$ cat src/hw/rtl/ppq_pkg.sv
// ----------------------------------------------------------------------------
// ppq_pkg
// Types and codes shared by the pending packet queue modules.
// ----------------------------------------------------------------------------
package ppq_pkg;
  localparam logic [1:0] MODE_ENQ  = 2'd0;
  localparam logic [1:0] MODE_DEQ  = 2'd1;
  localparam logic [1:0] MODE_FIND = 2'd2;
  localparam logic [1:0] MODE_DROP = 2'd3;

  localparam logic [2:0] ST_ENQUEUED = 3'd0;
  localparam logic [2:0] ST_DUP      = 3'd1;
  localparam logic [2:0] ST_FOUND    = 3'd2;
  localparam logic [2:0] ST_NOTFOUND = 3'd3;
  localparam logic [2:0] ST_DROPDONE = 3'd4;

  localparam logic CFG_MAX_LEN = 1'b0;
  localparam logic CFG_TIMEOUT = 1'b1;

  typedef struct packed {
    logic [31:0] uid;
    logic [31:0] dst;
    logic [31:0] expire;
    logic        notify;
  } entry_t;
endpackage

$ cat src/hw/rtl/ppq_cell.sv
// ----------------------------------------------------------------------------
// ppq_cell
// One slot. Loads a new entry, or takes its right neighbour's on a shift.
// ----------------------------------------------------------------------------
module ppq_cell (
  input  logic             clk,
  input  logic             rst_n,
  input  logic             shift,
  input  logic             load,
  input  ppq_pkg::entry_t  load_entry,
  input  logic             clear,
  input  ppq_pkg::entry_t  right_entry,
  input  logic             right_valid,
  output ppq_pkg::entry_t  entry,
  output logic             valid
);
  ppq_pkg::entry_t entry_r;
  logic            valid_r;

  always_ff @(posedge clk) begin
    if (!rst_n) begin
      valid_r <= 1'b0;
    end else if (load) begin
      valid_r <= 1'b1;
    end else if (shift) begin
      valid_r <= right_valid;
    end else if (clear) begin
      valid_r <= 1'b0;
    end
  end

  always_ff @(posedge clk) begin
    if (load) begin
      entry_r <= load_entry;
    end else if (shift) begin
      entry_r <= right_entry;
    end
  end

  assign entry = entry_r;
  assign valid = valid_r;
endmodule

$ cat config.mk
export PLATFORM = sky130hd
export DESIGN_NAME = ppq_cell
export DESIGN_NICKNAME = d
export VERILOG_FILES = /design/src/hw/rtl/ppq_pkg.sv /design/src/hw/rtl/ppq_cell.sv
export SDC_FILE = /design/constraint.sdc
export NUM_CORES = 1
export LEC_CHECK = 0
export ABC_AREA = 1
export BUFFER_PORTS_ARGS = -buffer_cell sky130_fd_sc_hd__buf_2
export CELL_PAD_IN_SITES_DETAIL_PLACEMENT = 1
export CELL_PAD_IN_SITES_GLOBAL_PLACEMENT = 1
export CORE_MARGIN = 1
export CORE_UTILIZATION = 31
export CTS_CLUSTER_SIZE = 16
export DETAILED_ROUTE_END_ITERATION = 8
export PLACE_DENSITY = 0.86
export SLEW_MARGIN = 5
export SYNTH_ARGS = -nofsm -noshare
export SYNTH_HDL_FRONTEND = slang
export SYNTH_SLANG_ARGS = --single-unit
$ cat constraint.sdc
create_clock -name clk -period 4.7 [get_ports clk]
set_input_delay 0.47 -clock clk [delete_from_list [all_inputs] [get_ports clk]]
set_output_delay 0.47 -clock clk [all_outputs]
set_load 0.005 [all_outputs]
==> reports/results.tsv <==
stage	metric	value	unit
run_status	outcome	finished clean	
worst_setup_path	cp_max_fo	98	
finish	antennaDiodeCount	0	
pwr	ir_drop	0.137	mV
sta	skew	0	ns
drt	dr_total_vias	3958	
yosys	ys_seq_area_share	69.8	%
sta	setup_slack	2.42	ns
clock_network	insertion_delay	0.33	ns
worst_hold_path	worstHoldEndpoint	valid$_SDFFE_PN0P_	
global_routing	grt_pass1_wl	20600	µm
sta	period_share	48.5	%
clock_network	cts_tree	yes	
clock_network	cts_hold_buf	0	
worst_setup_path	rrSetupSlack	4.05	ns
worst_hold_path	holdPathStages	3	
yosys	synth_area_leader_cell	edfxtp_1	
floorplan	start_util	31.7	%
clock_network	clock-sinks	98	
clock_network	numCtsBuffers	9	
drt	wl_met1	4740	µm
worst_setup_path	r2r-end	valid$_SDFFE_PN0P_	
sta	worst_pin_slew	1.00	ns
placement	dpl.cell_count	874	
sta	drv_slew	0	
sta	relSlewSlack	33.1	%
yosys	synth_cells	420	
global_routing	grt_max_degree	99	
worst_setup_path	critPathKind	in2reg	
drt	met2_length	6930	µm
sta	finalSetupViolCount	0	
floorplan	die_w	118	µm
pwr	leakagePower	3.21	nW
floorplan	core-area	0.0132	mm²
floorplan	io_pins	298	
sta	post-route-min-period	2.28	ns
drt	viasPerCell	4.45	
sta	finalSetupTns	0	ns
worst_setup_path	crit_path_start_kind	input port	
yosys	ys_top_cells_by_area	edfxtp_1, nand2_1, buf_2	
worst_hold_path	hold_path_class	in2reg	
worst_setup_path	critPathRequiredTime	4.78	ns
flow_run	maxCapViolCount	0	
worst_setup_path	worstPathArrival	2.36	ns
yosys	yosys_warnings	0	
floorplan	dieArea	0.0140	mm²
pwr	total_power	2.11	mW
floorplan	rows	42	
yosys	synth_cell_types	9	
drt	drt_iter0_drc	160	
sta	hold_viol	0	
finish	fillCellCount	1654	
finish	final_util	45.8	%
clock_network	cts.clk_slew.worst_paths	0.06	ns
finish	final_area	0.00607	mm²
drt	maxUsedRoutingLayer	met4	
clock_network	cts_resized	0	
drt	first_pass_iters	4	
clock_network	root_buffer	clkbuf_16	
placement	hpwl	10100	µm
global_routing	antenna_found_initial	0	
clock_network	cts_setup_buffers	0	
worst_setup_path	ff2ff_path_depth	4	
placement	portBuffers	297	
drt	antenna_left	0	
finish	nNetsFinal	909	
yosys	avgSynthCellArea	10.0	µm²
placement	gp_congestion	0.852	
placement	dp_slack	2.13	ns
sta	timing.hold.ws	0.368	ns
worst_setup_path	endpoint_kind	flop	
finish	final_common_cell	buf_2	
clock_network	clk_path_buf_depth	2	
drt	routed_wl	13300	µm
global_routing	grt_usage	19.0	%
yosys	yosys.area.top_type_share	69.3	%
worst_hold_path	min-delay-start	rst_n	
finish	layout_common_cells	buf_2, nand2_1, edfxtp_1, clkbuf_16	
finish	syn_to_final_growth	44.4	%
placement	placed_area	0.00579	mm²
worst_setup_path	rr_startpoint	valid$_SDFFE_PN0P_	
finish	fin_cells	889	
global_routing	grt_pass1_vias	4156	
global_routing	grt-ovfl-total	0	
floorplan	die_height	118	µm
sta	fmax	0.439	GHz
drt	drc	0	
sta	rsz0062_at_grt	false	
clock_network	htree_levels	3	
finish	layout-drive-gt1-share	43.8	%
pwr	p_per_area	348	mW/mm²
yosys	synth_nets	620	
drt	avgRoutedWirePerCell	14.9	µm
yosys	synth_area	0.00420	mm²
drt	dr_wl_met3	1200	µm
yosys	ys_seq_elements	98	
-- cells by family (layout without fill, tap and decap cells) --
kind of cell  Yosys count  count (layout)  share of synthesized area, %
buf+inv                24             317                          3.57
simple gates          298             298                          26.6
flops                  98              98                          69.8
-- worst max-delay path by stage --
| stage | from | to | slack (ns) | cells past startpoint |
|---|---|---|---|---|
| 3_3_place_gp | load | entry[0]$_DFFE_PP_ | 2.23 | 5 |
| 4_1_cts | load | entry[35]$_DFFE_PP_ | 2.49 | 5 |
| 2_1_floorplan | load | entry[0]$_DFFE_PP_ | 1.71 | 3 |
| 6_report | load | entry[35]$_DFFE_PP_ | 2.42 | 5 |
| 5_1_grt | load | entry[35]$_DFFE_PP_ | 2.29 | 5 |
| 3_5_place_dp | load | entry[35]$_DFFE_PP_ | 2.13 | 5 |
-- cells in the mapped netlist --
master,instances
buf_2,13
buf_4,5
buf_6,3
dfxtp_1,1
edfxtp_1,97
inv_1,2
inv_4,1
nand2_1,295
nor2_1,3
-- flip-flops by register name (all words and copies together) (netlist names) --
| name | cells |
|---|---|
| valid | 1 |
| entry | 97 |
-- critical path, stage by stage --
cell,delay [ns]
buf_4,0.09
buf_4,0.74
inv_4,0.55
nand2_1,0.29
nand2_1,0.08
-- per-layer routing --
| layer | up-vias | GRT usage (%) |
|---|---|---|
| met5 | - | 0 |
| met4 | 0 | 8.70 |
| met3 | 32 | 5.94 |
| met2 | 192 | 34.6 |
| met1 | 1816 | 20.0 |
| li1 | 1918 | - |
-- layout make-up --
| type | instances | area, µm² | share of cell area, % |
|---|---|---|---|
| tap | 176 | 220 | 3.63 |
| clock buffer | 10 | 229 | 3.77 |
| timing repair buffer | 299 | 1500 | 24.8 |
| clock inverter | 5 | 46.3 | 0.763 |
| sequential | 98 | 2930 | 48.3 |
| inverter | 3 | 16.3 | 0.268 |
| multi-input combinational | 298 | 1120 | 18.4 |
-- power by group --
part | switching [mW] | internal (mW)
combinational | 0.165 | 0.149
clock | 0.298 | 0.404
sequential | 0.0246 | 1.07
No activity file was read; power rests on OpenSTA's default activity.
